===== config.mk =====
export PLATFORM = sky130hd
export DESIGN_NAME = sha1_hash_engine
export DESIGN_NICKNAME = d
export VERILOG_FILES = /design/src/rtl/core/sha1_pkg.sv /design/src/rtl/core/sha1_dp.sv /design/src/rtl/core/sha1_ctrl.sv /design/src/rtl/core/sha1_hash_engine.sv
export SDC_FILE = /design/constraint.sdc
export NUM_CORES = 2
export LEC_CHECK = 0
export BUFFER_PORTS_ARGS = -buffer_cell sky130_fd_sc_hd__buf_4
export CAP_MARGIN = 20
export CELL_PAD_IN_SITES_DETAIL_PLACEMENT = 1
export CELL_PAD_IN_SITES_GLOBAL_PLACEMENT = 1
export CORE_MARGIN = 2
export CORE_UTILIZATION = 39
export DETAILED_ROUTE_END_ITERATION = 7
export GPL_TIMING_DRIVEN = 0
export PLACE_DENSITY_LB_ADDON = 0.15
export SLEW_MARGIN = 30
export SYNTH_ARGS = -nofsm -noshare
export SYNTH_HDL_FRONTEND = slang
export SYNTH_HIERARCHICAL = 1
export SYNTH_SLANG_ARGS = --single-unit
export TNS_END_PERCENT = 100

===== constraint.sdc =====
create_clock -name clk -period 18.9 [get_ports clk]
set_input_delay 0 -clock clk [delete_from_list [all_inputs] [get_ports clk]]
set_output_delay 0 -clock clk [all_outputs]
set_load 0.01 [all_outputs]

===== src/rtl/core/sha1_pkg.sv =====
// ----------------------------------------------------------------------------
// sha1_pkg
// Shared types, constants and round functions of the SHA-1 hash engine.
// ----------------------------------------------------------------------------
`default_nettype none

package sha1_pkg;

  // initial chaining values
  localparam logic [31:0] IV0 = 32'h67452301;
  localparam logic [31:0] IV1 = 32'hefcdab89;
  localparam logic [31:0] IV2 = 32'h98badcfe;
  localparam logic [31:0] IV3 = 32'h10325476;
  localparam logic [31:0] IV4 = 32'hc3d2e1f0;

  // round constants
  localparam logic [31:0] K0 = 32'h5a827999;
  localparam logic [31:0] K1 = 32'h6ed9eba1;
  localparam logic [31:0] K2 = 32'h8f1bbcdc;
  localparam logic [31:0] K3 = 32'hca62c1d6;

  localparam logic [7:0] PAD_MARK = 8'h80;
  localparam logic [5:0] LEN_POS  = 6'd56;
  localparam logic [5:0] FILL_TOP = 6'd63;
  localparam logic [6:0] RND_LAST = 7'd79;
  localparam logic [6:0] RND_Q1   = 7'd20;
  localparam logic [6:0] RND_Q2   = 7'd40;
  localparam logic [6:0] RND_Q3   = 7'd60;

  // request payloads
  typedef struct packed {
    logic [7:0] data_byte;
    logic       has_byte;
    logic       last;
  } in_t;

  typedef struct packed {
    logic [31:0] digest_w0;
    logic [31:0] digest_w1;
    logic [31:0] digest_w2;
    logic [31:0] digest_w3;
    logic [31:0] digest_w4;
  } out_t;

  // controller states
  typedef enum logic [2:0] {
    ST_IDLE,
    ST_ROUND,
    ST_UPDATE,
    ST_MARK,
    ST_ZERO,
    ST_LEN,
    ST_DONE
  } state_t;

  // source of a byte shifted into the block buffer
  typedef enum logic [1:0] {
    SEL_DATA,
    SEL_MARK,
    SEL_ZERO,
    SEL_LEN
  } byte_sel_t;

  // controller to datapath
  typedef struct packed {
    logic      push;
    byte_sel_t byte_sel;
    logic      count_len;
    logic      rnd_start;
    logic      rnd_step;
    logic      chain_add;
    logic      finish;
  } cmd_t;

  // datapath to controller
  typedef struct packed {
    logic blk_full;
    logic at_len_pos;
    logic last_round;
  } sts_t;

  // round logic function
  function automatic logic [31:0] sha1_f(input logic [6:0] rnd, input logic [31:0] b,
                                         input logic [31:0] c, input logic [31:0] d);
    logic [31:0] res;
    if (rnd < RND_Q1) begin
      res = (b & c) | (~b & d);
    end else if (rnd < RND_Q2) begin
      res = b ^ c ^ d;
    end else if (rnd < RND_Q3) begin
      res = (b & c) | (b & d) | (c & d);
    end else begin
      res = b ^ c ^ d;
    end
    return res;
  endfunction

  // round constant
  function automatic logic [31:0] sha1_k(input logic [6:0] rnd);
    logic [31:0] res;
    if (rnd < RND_Q1) begin
      res = K0;
    end else if (rnd < RND_Q2) begin
      res = K1;
    end else if (rnd < RND_Q3) begin
      res = K2;
    end else begin
      res = K3;
    end
    return res;
  endfunction

endpackage

`default_nettype wire


===== src/rtl/core/sha1_dp.sv =====
// ----------------------------------------------------------------------------
// sha1_dp
// Datapath: block buffer doubling as schedule window, round registers,
// chaining words, length counter and digest output register.
// ----------------------------------------------------------------------------
`default_nettype none

module sha1_dp import sha1_pkg::*; (
  input  wire logic clk,
  input  wire logic rst_n,
  input  wire in_t  in_data,
  input  wire cmd_t cmd,
  output sts_t      sts,
  output out_t      out_data
);

  logic [511:0] buf_r, buf_nxt;
  logic [5:0]   fill_r, fill_nxt;
  logic [60:0]  len_r, len_nxt;
  logic [6:0]   rnd_r, rnd_nxt;
  logic [31:0]  a_r, b_r, c_r, d_r, e_r;
  logic [31:0]  a_nxt, b_nxt, c_nxt, d_nxt, e_nxt;
  logic [31:0]  h0_r, h1_r, h2_r, h3_r, h4_r;
  logic [31:0]  h0_nxt, h1_nxt, h2_nxt, h3_nxt, h4_nxt;
  out_t         dig_r, dig_nxt;

  logic [63:0]  bit_len;
  logic [2:0]   len_shift;
  logic [7:0]   push_byte;
  logic [31:0]  w_cur, w_mix, w_new, round_sum;

  // byte source for the buffer
  assign bit_len   = {len_r, 3'b000};
  assign len_shift = ~fill_r[2:0];
  always_comb begin
    unique case (cmd.byte_sel)
      SEL_DATA: push_byte = in_data.data_byte;
      SEL_MARK: push_byte = PAD_MARK;
      SEL_ZERO: push_byte = 8'h00;
      SEL_LEN:  push_byte = bit_len[{len_shift, 3'b000} +: 8];
      default:  push_byte = 8'h00;
    endcase
  end

  // schedule taps: word 0 is the current word, new word enters at the tail
  assign w_cur     = buf_r[511:480];
  assign w_mix     = buf_r[95:64] ^ buf_r[255:224] ^ buf_r[447:416] ^ w_cur;
  assign w_new     = {w_mix[30:0], w_mix[31]};
  assign round_sum = {a_r[26:0], a_r[31:27]} + sha1_f(rnd_r, b_r, c_r, d_r) + e_r
                     + sha1_k(rnd_r) + w_cur;

  // buffer, fill count and length
  always_comb begin
    buf_nxt  = buf_r;
    fill_nxt = fill_r;
    len_nxt  = len_r;
    if (cmd.push) begin
      buf_nxt  = {buf_r[503:0], push_byte};
      fill_nxt = fill_r + 6'd1;
    end else if (cmd.rnd_step) begin
      buf_nxt = {buf_r[479:0], w_new};
    end
    if (cmd.count_len) begin
      len_nxt = len_r + 61'd1;
    end
    if (cmd.finish) begin
      len_nxt = '0;
    end
  end

  // round registers
  always_comb begin
    a_nxt   = a_r;
    b_nxt   = b_r;
    c_nxt   = c_r;
    d_nxt   = d_r;
    e_nxt   = e_r;
    rnd_nxt = rnd_r;
    if (cmd.rnd_start) begin
      a_nxt   = h0_r;
      b_nxt   = h1_r;
      c_nxt   = h2_r;
      d_nxt   = h3_r;
      e_nxt   = h4_r;
      rnd_nxt = '0;
    end else if (cmd.rnd_step) begin
      a_nxt   = round_sum;
      b_nxt   = a_r;
      c_nxt   = {b_r[1:0], b_r[31:2]};
      d_nxt   = c_r;
      e_nxt   = d_r;
      rnd_nxt = rnd_r + 7'd1;
    end
  end

  // chaining words and digest register
  always_comb begin
    h0_nxt  = h0_r;
    h1_nxt  = h1_r;
    h2_nxt  = h2_r;
    h3_nxt  = h3_r;
    h4_nxt  = h4_r;
    dig_nxt = dig_r;
    if (cmd.chain_add) begin
      h0_nxt = h0_r + a_r;
      h1_nxt = h1_r + b_r;
      h2_nxt = h2_r + c_r;
      h3_nxt = h3_r + d_r;
      h4_nxt = h4_r + e_r;
    end else if (cmd.finish) begin
      dig_nxt = '{digest_w0: h0_r, digest_w1: h1_r, digest_w2: h2_r,
                  digest_w3: h3_r, digest_w4: h4_r};
      h0_nxt  = IV0;
      h1_nxt  = IV1;
      h2_nxt  = IV2;
      h3_nxt  = IV3;
      h4_nxt  = IV4;
    end
  end

  // control state
  always_ff @(posedge clk) begin
    if (!rst_n) begin
      fill_r <= '0;
      len_r  <= '0;
      rnd_r  <= '0;
      h0_r   <= IV0;
      h1_r   <= IV1;
      h2_r   <= IV2;
      h3_r   <= IV3;
      h4_r   <= IV4;
    end else begin
      fill_r <= fill_nxt;
      len_r  <= len_nxt;
      rnd_r  <= rnd_nxt;
      h0_r   <= h0_nxt;
      h1_r   <= h1_nxt;
      h2_r   <= h2_nxt;
      h3_r   <= h3_nxt;
      h4_r   <= h4_nxt;
    end
  end

  // payload registers
  always_ff @(posedge clk) begin
    buf_r <= buf_nxt;
    a_r   <= a_nxt;
    b_r   <= b_nxt;
    c_r   <= c_nxt;
    d_r   <= d_nxt;
    e_r   <= e_nxt;
    dig_r <= dig_nxt;
  end

  assign sts.blk_full   = (fill_r == FILL_TOP);
  assign sts.at_len_pos = (fill_r == LEN_POS);
  assign sts.last_round = (rnd_r == RND_LAST);
  assign out_data       = dig_r;

  // rounds run only on a complete block
  assert property (@(posedge clk) disable iff (!rst_n)
    cmd.rnd_step |-> fill_r == '0)
    else $error("round step with partly filled buffer");

  // length bytes land in the last eight buffer positions
  assert property (@(posedge clk) disable iff (!rst_n)
    (cmd.push && cmd.byte_sel == SEL_LEN) |-> fill_r[5:3] == 3'b111)
    else $error("length byte outside tail of block");

endmodule

`default_nettype wire


===== src/rtl/core/sha1_ctrl.sv =====
// ----------------------------------------------------------------------------
// sha1_ctrl
// Controller: request handshake, byte pushing, padding sequence,
// compression rounds and digest hand-off.
// ----------------------------------------------------------------------------
`default_nettype none

module sha1_ctrl import sha1_pkg::*; (
  input  wire logic clk,
  input  wire logic rst_n,
  input  wire logic in_valid,
  output logic      in_stall,
  input  wire in_t  in_data,
  output logic      out_valid,
  input  wire logic out_stall,
  input  wire sts_t sts,
  output cmd_t      cmd
);

  state_t state_r, state_nxt;
  state_t ret_r, ret_nxt;
  logic   out_valid_r, out_valid_nxt;
  logic   out_free;

  assign out_free  = !out_valid_r || !out_stall;
  assign in_stall  = (state_r != ST_IDLE);
  assign out_valid = out_valid_r;

  // next state
  always_comb begin
    state_nxt = state_r;
    ret_nxt   = ret_r;
    unique case (state_r)
      ST_IDLE: begin
        if (in_valid) begin
          if (in_data.has_byte && sts.blk_full) begin
            state_nxt = ST_ROUND;
            ret_nxt   = in_data.last ? ST_MARK : ST_IDLE;
          end else if (in_data.last) begin
            state_nxt = ST_MARK;
          end
        end
      end
      ST_ROUND: begin
        if (sts.last_round) begin
          state_nxt = ST_UPDATE;
        end
      end
      ST_UPDATE: begin
        state_nxt = ret_r;
      end
      ST_MARK: begin
        if (sts.blk_full) begin
          state_nxt = ST_ROUND;
          ret_nxt   = ST_ZERO;
        end else begin
          state_nxt = ST_ZERO;
        end
      end
      ST_ZERO: begin
        if (sts.at_len_pos) begin
          state_nxt = ST_LEN;
        end else if (sts.blk_full) begin
          state_nxt = ST_ROUND;
          ret_nxt   = ST_ZERO;
        end
      end
      ST_LEN: begin
        if (sts.blk_full) begin
          state_nxt = ST_ROUND;
          ret_nxt   = ST_DONE;
        end
      end
      ST_DONE: begin
        if (out_free) begin
          state_nxt = ST_IDLE;
        end
      end
      default: state_nxt = ST_IDLE;
    endcase
  end

  // datapath commands
  always_comb begin
    cmd = '{push: 1'b0, byte_sel: SEL_DATA, count_len: 1'b0, rnd_start: 1'b0,
            rnd_step: 1'b0, chain_add: 1'b0, finish: 1'b0};
    out_valid_nxt = out_valid_r && out_stall;
    unique case (state_r)
      ST_IDLE: begin
        if (in_valid && in_data.has_byte) begin
          cmd.push      = 1'b1;
          cmd.byte_sel  = SEL_DATA;
          cmd.count_len = 1'b1;
          cmd.rnd_start = sts.blk_full;
        end
      end
      ST_ROUND: begin
        cmd.rnd_step = 1'b1;
      end
      ST_UPDATE: begin
        cmd.chain_add = 1'b1;
      end
      ST_MARK: begin
        cmd.push      = 1'b1;
        cmd.byte_sel  = SEL_MARK;
        cmd.rnd_start = sts.blk_full;
      end
      ST_ZERO: begin
        if (!sts.at_len_pos) begin
          cmd.push      = 1'b1;
          cmd.byte_sel  = SEL_ZERO;
          cmd.rnd_start = sts.blk_full;
        end
      end
      ST_LEN: begin
        cmd.push      = 1'b1;
        cmd.byte_sel  = SEL_LEN;
        cmd.rnd_start = sts.blk_full;
      end
      ST_DONE: begin
        if (out_free) begin
          cmd.finish    = 1'b1;
          out_valid_nxt = 1'b1;
        end
      end
      default: begin
        cmd.push = 1'b0;
      end
    endcase
  end

  // state registers
  always_ff @(posedge clk) begin
    if (!rst_n) begin
      state_r     <= ST_IDLE;
      ret_r       <= ST_IDLE;
      out_valid_r <= 1'b0;
    end else begin
      state_r     <= state_nxt;
      ret_r       <= ret_nxt;
      out_valid_r <= out_valid_nxt;
    end
  end

  // a digest appears only out of the done state
  assert property (@(posedge clk) disable iff (!rst_n)
    $rose(out_valid_r) |-> $past(state_r) == ST_DONE)
    else $error("digest raised outside done state");

  // the chaining add follows the final round
  assert property (@(posedge clk) disable iff (!rst_n)
    state_r == ST_UPDATE |-> ($past(state_r) == ST_ROUND && $past(sts.last_round)))
    else $error("chaining add without finished rounds");

  // a compression starts only from a full block
  assert property (@(posedge clk) disable iff (!rst_n)
    cmd.rnd_start |-> (cmd.push && sts.blk_full))
    else $error("compression started on partial block");

endmodule

`default_nettype wire


===== src/rtl/core/sha1_hash_engine.sv =====
// ----------------------------------------------------------------------------
// sha1_hash_engine
// SHA-1 over a byte stream: one byte per request, digest on the last one.
// ----------------------------------------------------------------------------
//  channel  ports                          payload
//  in       in_valid / in_stall / in_data  data_byte, has_byte, last
//  out      out_valid / out_stall / out_data  digest_w0 .. digest_w4
//
//  a byte request is pushed into the block buffer; every 64th byte adds a
//  compression (80 rounds on the single round unit plus the chaining add)
//  a last request adds the padding bytes, a step to reach the length
//  field, one or two compressions and the move of the digest into the
//  output register
//  in_stall is high whenever the controller is not idle
//  the output register holds one digest; a following message runs on and
//  waits in its final cycle while that digest is still stalled
//  synchronous reset loads the initial chaining values and clears counters
// ----------------------------------------------------------------------------
`default_nettype none

module sha1_hash_engine import sha1_pkg::*; (
  input  wire logic clk,
  input  wire logic rst_n,
  input  wire logic in_valid,
  output logic      in_stall,
  input  wire in_t  in_data,
  output logic      out_valid,
  input  wire logic out_stall,
  output out_t      out_data
);

  cmd_t cmd;
  sts_t sts;

  // sequencing
  sha1_ctrl u_ctrl (
    .clk       (clk),
    .rst_n     (rst_n),
    .in_valid  (in_valid),
    .in_stall  (in_stall),
    .in_data   (in_data),
    .out_valid (out_valid),
    .out_stall (out_stall),
    .sts       (sts),
    .cmd       (cmd)
  );

  // hashing datapath
  sha1_dp u_dp (
    .clk      (clk),
    .rst_n    (rst_n),
    .in_data  (in_data),
    .cmd      (cmd),
    .sts      (sts),
    .out_data (out_data)
  );

endmodule

`default_nettype wire

* Word level (Yosys, flattened, before mapping) *
Index checks and enable logic that the tools add are counted.

word-level totals
  flip-flop bits (word level) = 1073
  input bits = 14
  word-level logic and storage cells = 150

cells by class
  add/sub/neg operators = 12
  order comparisons = 3
  equality and inequality tests = 19
  shift operators = 1
  multiplexer cells = 58
  bitwise operators = 16
  reductions and logical operators = 19

operators with widths
  kind                                                 number
  2-to-1 mux 512 bit                                   2
  2-to-1 mux 32 bit                                    25
  adder 32 bit                                         9
  XOR 32 bit                                           5
  bitwise AND 32 bit                                   4
  OR 32 bit                                            3
  variable part select 64 x 7 -> 8 bit                 1
  adder 61 x 1 -> 61 bit, second input constant        1
  2-to-1 mux 3 bit                                     14
  NOT 32 bit                                           1
  case mux 8 bit (4 select lines)                      1
  2-to-1 mux 31 bit                                    1
  case mux 3 bit (7 select lines)                      1
  < comparator 7 x 6 -> 1 bit, second input constant   2
  equality test 6 bit, second input constant           2
  case mux 3 bit (4 select lines)                      1
  equality test 3 bit, second input constant           3
  2-to-1 mux 1 bit                                     8
  case mux 2 bit (4 select lines)                      1
  adder 7 x 1 -> 7 bit, second input constant          1
  equality test 7 bit, second input constant           1
  < comparator 7 x 5 -> 1 bit, second input constant   1
  adder 6 x 1 -> 6 bit, second input constant          1
  equality test 3 x 2 -> 1 bit, second input constant  2
  23 further kinds                                     37

* Depth between registers and ports, before layout *
  depth after elaboration = 12
  gate-level depth with buffers = 25
  mapped depth without buffers = 23

* Modules after synthesis *
The synthesis kept the hierarchy.

by module, submodules not included
  module     times used  cells each  area an instance (µm²)
  sha1_dp    1           4451        55664.6
  sha1_ctrl  1           66          530.5

* Worst setup path after synthesis *
OpenSTA, ideal clock, no wires.

  path kind = register to register
  from = register u_dp.fill_r[0]
  to = register u_dp.buf_r[0] (enable)
  data arrival time = 9083 ps
  required time = 18233 ps
  slack = 9150 ps
  stages on the path, launching flop included = 12
  period minus slack after synthesis = 9750 ps
  path through = dfxtp_1 clkbuf_1 clkbuf_1 inv_1 ha_1 nor3b_1 nor3b_1 or3_2 clkbuf_1 clkbuf_1 clkbuf_1 or2_2

RTL lines
  element                 line            RTL
  from (decl)             sha1_dp.sv:18   logic [5:0] fill_r, fill_nxt;
  from (signal assigned)  sha1_dp.sv:133  fill_r <= fill_nxt;
  to (signal assigned)    sha1_dp.sv:146  buf_r <= buf_nxt;
  to (decl)               sha1_dp.sv:17   logic [511:0] buf_r, buf_nxt;

* Worst setup path after layout *
  from = register u_dp.rnd_r[3]
  to = register u_dp.a_r[31] (data pin)

between the ends
  cells in the longest elaborated chain, start to end = 10
  elaborated cells on any way between the ends = 15
  classes of those cells = add/sub: 4; order compare: 3; mux: 8

ends and longest elaborated chain
  element                       line                             RTL
  from (decl)                   sha1_dp.sv:20                    logic [6:0] rnd_r, rnd_nxt;
  from (signal assigned)        sha1_dp.sv:135                   rnd_r <= rnd_nxt;
  < comparator 7 x 6 -> 1 bit   sha1_pkg.sv:90, sha1_pkg.sv:105
  2-to-1 mux 32 bit             sha1_pkg.sv:90                   end else if (rnd < RND_Q3) begin
  2-to-1 mux 32 bit             sha1_pkg.sv:88                   end else if (rnd < RND_Q2) begin
  2-to-1 mux 32 bit             sha1_pkg.sv:86                   if (rnd < RND_Q1) begin
  adder 32 bit (2 in series)    sha1_dp.sv:49                    assign round_sum = {a_r[26:0], a_r[31:27]} + sha1_f(rnd_r, b_r, c_r, d_r) + e_r
  adder 32 bit * (2 in series)  sha1_dp.sv:50                    + sha1_k(rnd_r) + w_cur;
  2-to-1 mux 32 bit *           sha1_dp.sv:86                    end else if (cmd.rnd_step) begin
  2-to-1 mux 32 bit *           sha1_dp.sv:79                    if (cmd.rnd_start) begin
  named net u_dp.a_nxt[31]      sha1_dp.sv:22                    logic [31:0] a_nxt, b_nxt, c_nxt, d_nxt, e_nxt;
  to (signal assigned)          sha1_dp.sv:147                   a_r <= a_nxt;
  to (decl)                     sha1_dp.sv:21                    logic [31:0] a_r, b_r, c_r, d_r, e_r;

Mark *: on every way through the listed nets, which the timed path passes. The rest lies on a longest branch. The select of a mux whose other input is x is not followed.
A chain may end at the register's enable or synchronous reset.

==> qor.yml <==
die:
  die_w_microns: 384
  core-area_sq_mm: 0.143
  start_util_pct: 39.2
  io_pins: 176
  die_h_microns: 384
  rows: 139
  dieArea_sq_mm: 0.147
global_routing:
  grt_max_degree: 49
  grt_usage_pct: 24.8
  grt_overflow: 0
  grt_pass1_wl_microns: 267000
  grt_pass1_vias: 38882
  antenna_found_initial: 7
cts:
  cts_tree: "built"
  cts_root_buf: "clkbuf_16"
  clk_latency_ns: 0.78
  cts.path.max_buffers: 3
  cts_setup_buffers: 0
  h-tree-depth: 3
  cts_sinks: 1073
  hold_buffers: 18
  clk_pin_slew_ns: 0.06
  post_cts_resized: 0
  cts_buffers: 121
cells_and_area:
  stdcell_count: 6866
  layout-area-overhead-vs-synth_pct: 15.3
  ff_latch_area_sq_mm: 0.0298
  drive_gt1_share_pct: 21.8
  multi_input_area_sq_mm: 0.0248
  final_area_sq_mm: 0.0648
  final_nets: 5196
  fillCellCount: 14990
setup_path:
  critPathMaxStageDelay_ns: 0.79
  required_ns: 19.39
  cpLargestDelayFamily: "compound AO/OA/AOI/OAI gates"
  path_class: "reg2reg"
  cp.arrival_ns: 8.86
  startpoint_type: "flip-flop"
  crit_chain: "clkbuf_1, a41oi_2, nand2_1, inv_1, clkbuf_1, clkbuf_1, a221oi_1, fa_1, fa_1, inv_1, ha_1, inv_1, fa_1, nor2b_1, o31a_1, o21ba_2, o21ai_0, nand3_1, o21ai_0, o31ai_1, a211o_1, a21oi_1, xnor2_1, o21ai_0"
  worst-path-buf-inv: 6
  end_kind: "flip-flop"
  critical_path_peak_fanout: 10
  cp_slowest_cell: "clkbuf_1"
timing:
  finalCriticalPeriod_ns: 8.37
  rsz0062_at_grt: "no"
  final.setup_skew_ns: 0.0662
  min_period_over_period_pct: 44.3
  relSlewSlack_pct: 25.1
  setup_slack_ns: 10.53
  fmax_mhz: 120
  finalSetupTns_ns: 0
  final_hold_viol_count: 0
  slew_violations: 0
  setup_viol: 0
  tightest_slew_ns: 1.12
synth:
  mappedNetlistArea_sq_mm: 0.0562
  synth_top_family_by_area: "multiplexers"
  synth_seq_cells: 1073
  synthSimpleGateAreaFrac_pct: 8.00
  ys_types: 98
  syn_area_per_cell_sq_um: 12.4
  synth_edf_count: 832
  synth_fa_ha_area_share_pct: 8.84
  synth_warnings: 6
  synth-xor-area-share_pct: 4.75
  synthMuxAreaShare_pct: 13.2
  synth_async_sr_flop_share_pct: 0
  syn_nets: 4853
  synth_flop_cell: "edfxtp_1"
  synthCells: 4517
  synth-compound-area-share_pct: 9.36
  ys_seq_area_share_pct: 53.0
route:
  drt-initial-drc-count: 2906
  vias_per_cell: 5.49
  firstDrtPassIters: 5
  wl_per_cell_microns: 26.8
  post-route-drc-count: 0
  ant_nets: 0
  wl_microns: 184000
  num_vias: 37706
outcome:
  status: "completed"
job:
  maxCapViolCount: 0
place:
  io_buffers: 175
  preCtsSetupSlack_ns: 10.60
  hpwl_microns: 141000
  place_area_sq_mm: 0.0606
  dp.cells: 6622
  gp_congestion: 1.01
min_path:
  hp-class: "in2reg"
state kept, by name (all words and copies together) (netlist names):
| signal | count |
|---|---|
| u_dp/d_r | 32 |
| u_dp/a_r | 32 |
| u_dp/out_data | 160 |
| u_dp/len_r | 61 |
| u_dp/rnd_r | 7 |
| u_dp/c_r | 32 |
| u_dp/buf_r | 512 |
| u_ctrl/state_r | 3 |
| u_dp/h3_r | 32 |
| u_dp/fill_r | 6 |
| u_dp/h0_r | 32 |
| u_dp/e_r | 32 |
| u_dp/h2_r | 32 |
| u_ctrl/out_valid | 1 |
| u_ctrl/ret_r | 3 |
| u_dp/b_r | 32 |
| u_dp/h4_r | 32 |
| u_dp/h1_r | 32 |
area by class of cell:
cell class                 instances  area share [%]
antenna                            4          0.0155
buffer                           179            1.17
sequential                      1073            46.0
clock inverter                    72            1.15
inverter                         232            1.34
clock buffer                     150            5.00
multi-input combinational       3033            38.3
tap                             1903            3.68
timing repair buffer             220            3.32
per-layer routing:
| metal | GRT usage [%] | vias up | wire [microns] |
|---|---|---|---|
| met5 | 0 | - | 0 |
| li1 | - | 17256 | - |
| met4 | 9.64 | 0 | 7200 |
| met1 | 32.3 | 19322 | 79600 |
| met2 | 42.3 | 860 | 89900 |
| met3 | 2.49 | 268 | 7430 |
final timing paths:
path                                    from                        endpoint  slack [ns]  cells past startpoint
hold reg to reg    u_dp/h4_r[0]$_SDFFE_PN0P_      u_dp/out_data[0]$_DFFE_PP_        0.47                      0
hold / removal                     out_stall  u_ctrl/state_r[2]$_SDFFE_PN0P_        0.33                      5
setup reg to reg  u_dp/rnd_r[3]$_SDFFE_PP0P_          u_dp/a_r[31]$_DFFE_PP_       10.53                     24
setup / recovery  u_dp/rnd_r[3]$_SDFFE_PP0P_          u_dp/a_r[31]$_DFFE_PP_       10.53                     24
layout by cell type, fill, tap and decap left out, types with 28 or more instances in the layout:
cell	instances
a21oi_1	218
buf_4	177
xor2_1	114
clkbuf_16	123
inv_1	231
clkbuf_1	155
nand2_1	322
nand3_1	53
nor2b_1	72
a21o_1	74
o31ai_1	55
ha_1	197
o21ai_0	234
clkinv_2	28
mux2i_1	41
o21bai_1	33
fa_1	125
mux2_2	595
nor2_1	218
nor3_1	29
dfxtp_1	241
nor3b_1	40
nand2b_1	29
o21a_1	32
edfxtp_1	832
xnor2_1	191
through the flow:
| stage | hold slack [ns] | utilization [%] |
|---|---|---|
| after floorplan | 0.134 | - |
| after global routing | 0.345 | 45.2 |
| final | 0.335 | 45.2 |
| after CTS | 0.287 | 45.2 |
| after global placement | 0.276 | 41.8 |
| after detailed placement | 0.285 | 42.3 |
worst reg2reg max path: stages, from the launching register on:
cell      delay [ns]
dfxtp_1         0.30
clkbuf_1        0.17
a41oi_2         0.70
nand2_1         0.78
inv_1           0.25
clkbuf_1        0.47
clkbuf_1        0.79
a221oi_1        0.44
fa_1            0.67
fa_1            0.43
inv_1           0.07
ha_1            0.18
inv_1           0.07
fa_1            0.46
nor2b_1         0.19
o31a_1          0.25
o21ba_2         0.21
o21ai_0         0.11
nand3_1         0.21
o21ai_0         0.21
o31ai_1         0.56
a211o_1         0.22
a21oi_1         0.07
xnor2_1         0.21
o21ai_0         0.10
synthesized netlist by cell type (5+ instances only):
library cell,count,area share (%)
mux2i_1,41,0.73
xor2_1,114,1.8
nand2b_1,29,0.32
buf_1,13,0.087
nand3_1,53,0.47
dfxtp_1,241,8.6
xnor2_1,191,3.0
a221oi_1,9,0.14
or2_2,7,0.078
o31a_1,6,0.094
a21boi_0,11,0.15
mux2_2,595,12
o21ai_0,234,2.1
a221o_1,14,0.25
nor2b_1,73,0.81
nor3_1,29,0.26
a21o_1,74,0.99
o221ai_1,7,0.11
o2111ai_1,5,0.078
a211oi_1,21,0.28
o31ai_1,55,0.73
and3_1,25,0.28
nand3b_1,6,0.080
nor2_1,220,1.5
nor3b_1,40,0.53
o211ai_1,20,0.27
clkbuf_1,157,1.0
and4_1,7,0.11
ha_1,197,4.4
o21bai_1,33,0.44
nand4_1,26,0.29
o22ai_1,16,0.18
inv_1,231,1.5
fa_1,125,4.5
edfxtp_1,832,44
o21a_1,32,0.43
a21oi_1,218,1.9
nand2_1,322,2.2
mux4_2,12,0.48
or3_1,26,0.29
or3_2,7,0.094
and2_1,18,0.20
a31oi_1,20,0.22
logic make-up after synthesis:
| group | Yosys count |
|---|---|
| AOI/OAI and AO/OA | 835 |
| xor gates and xnor gates | 305 |
| adders and majority gates | 322 |
| buffers and inverters | 411 |
| DFF | 1073 |
| muxes | 649 |
| and+or+nand+nor | 922 |
Power is not shown: default switching activity piles up to over one toggle a cycle in this logic, so the estimate is an artifact.
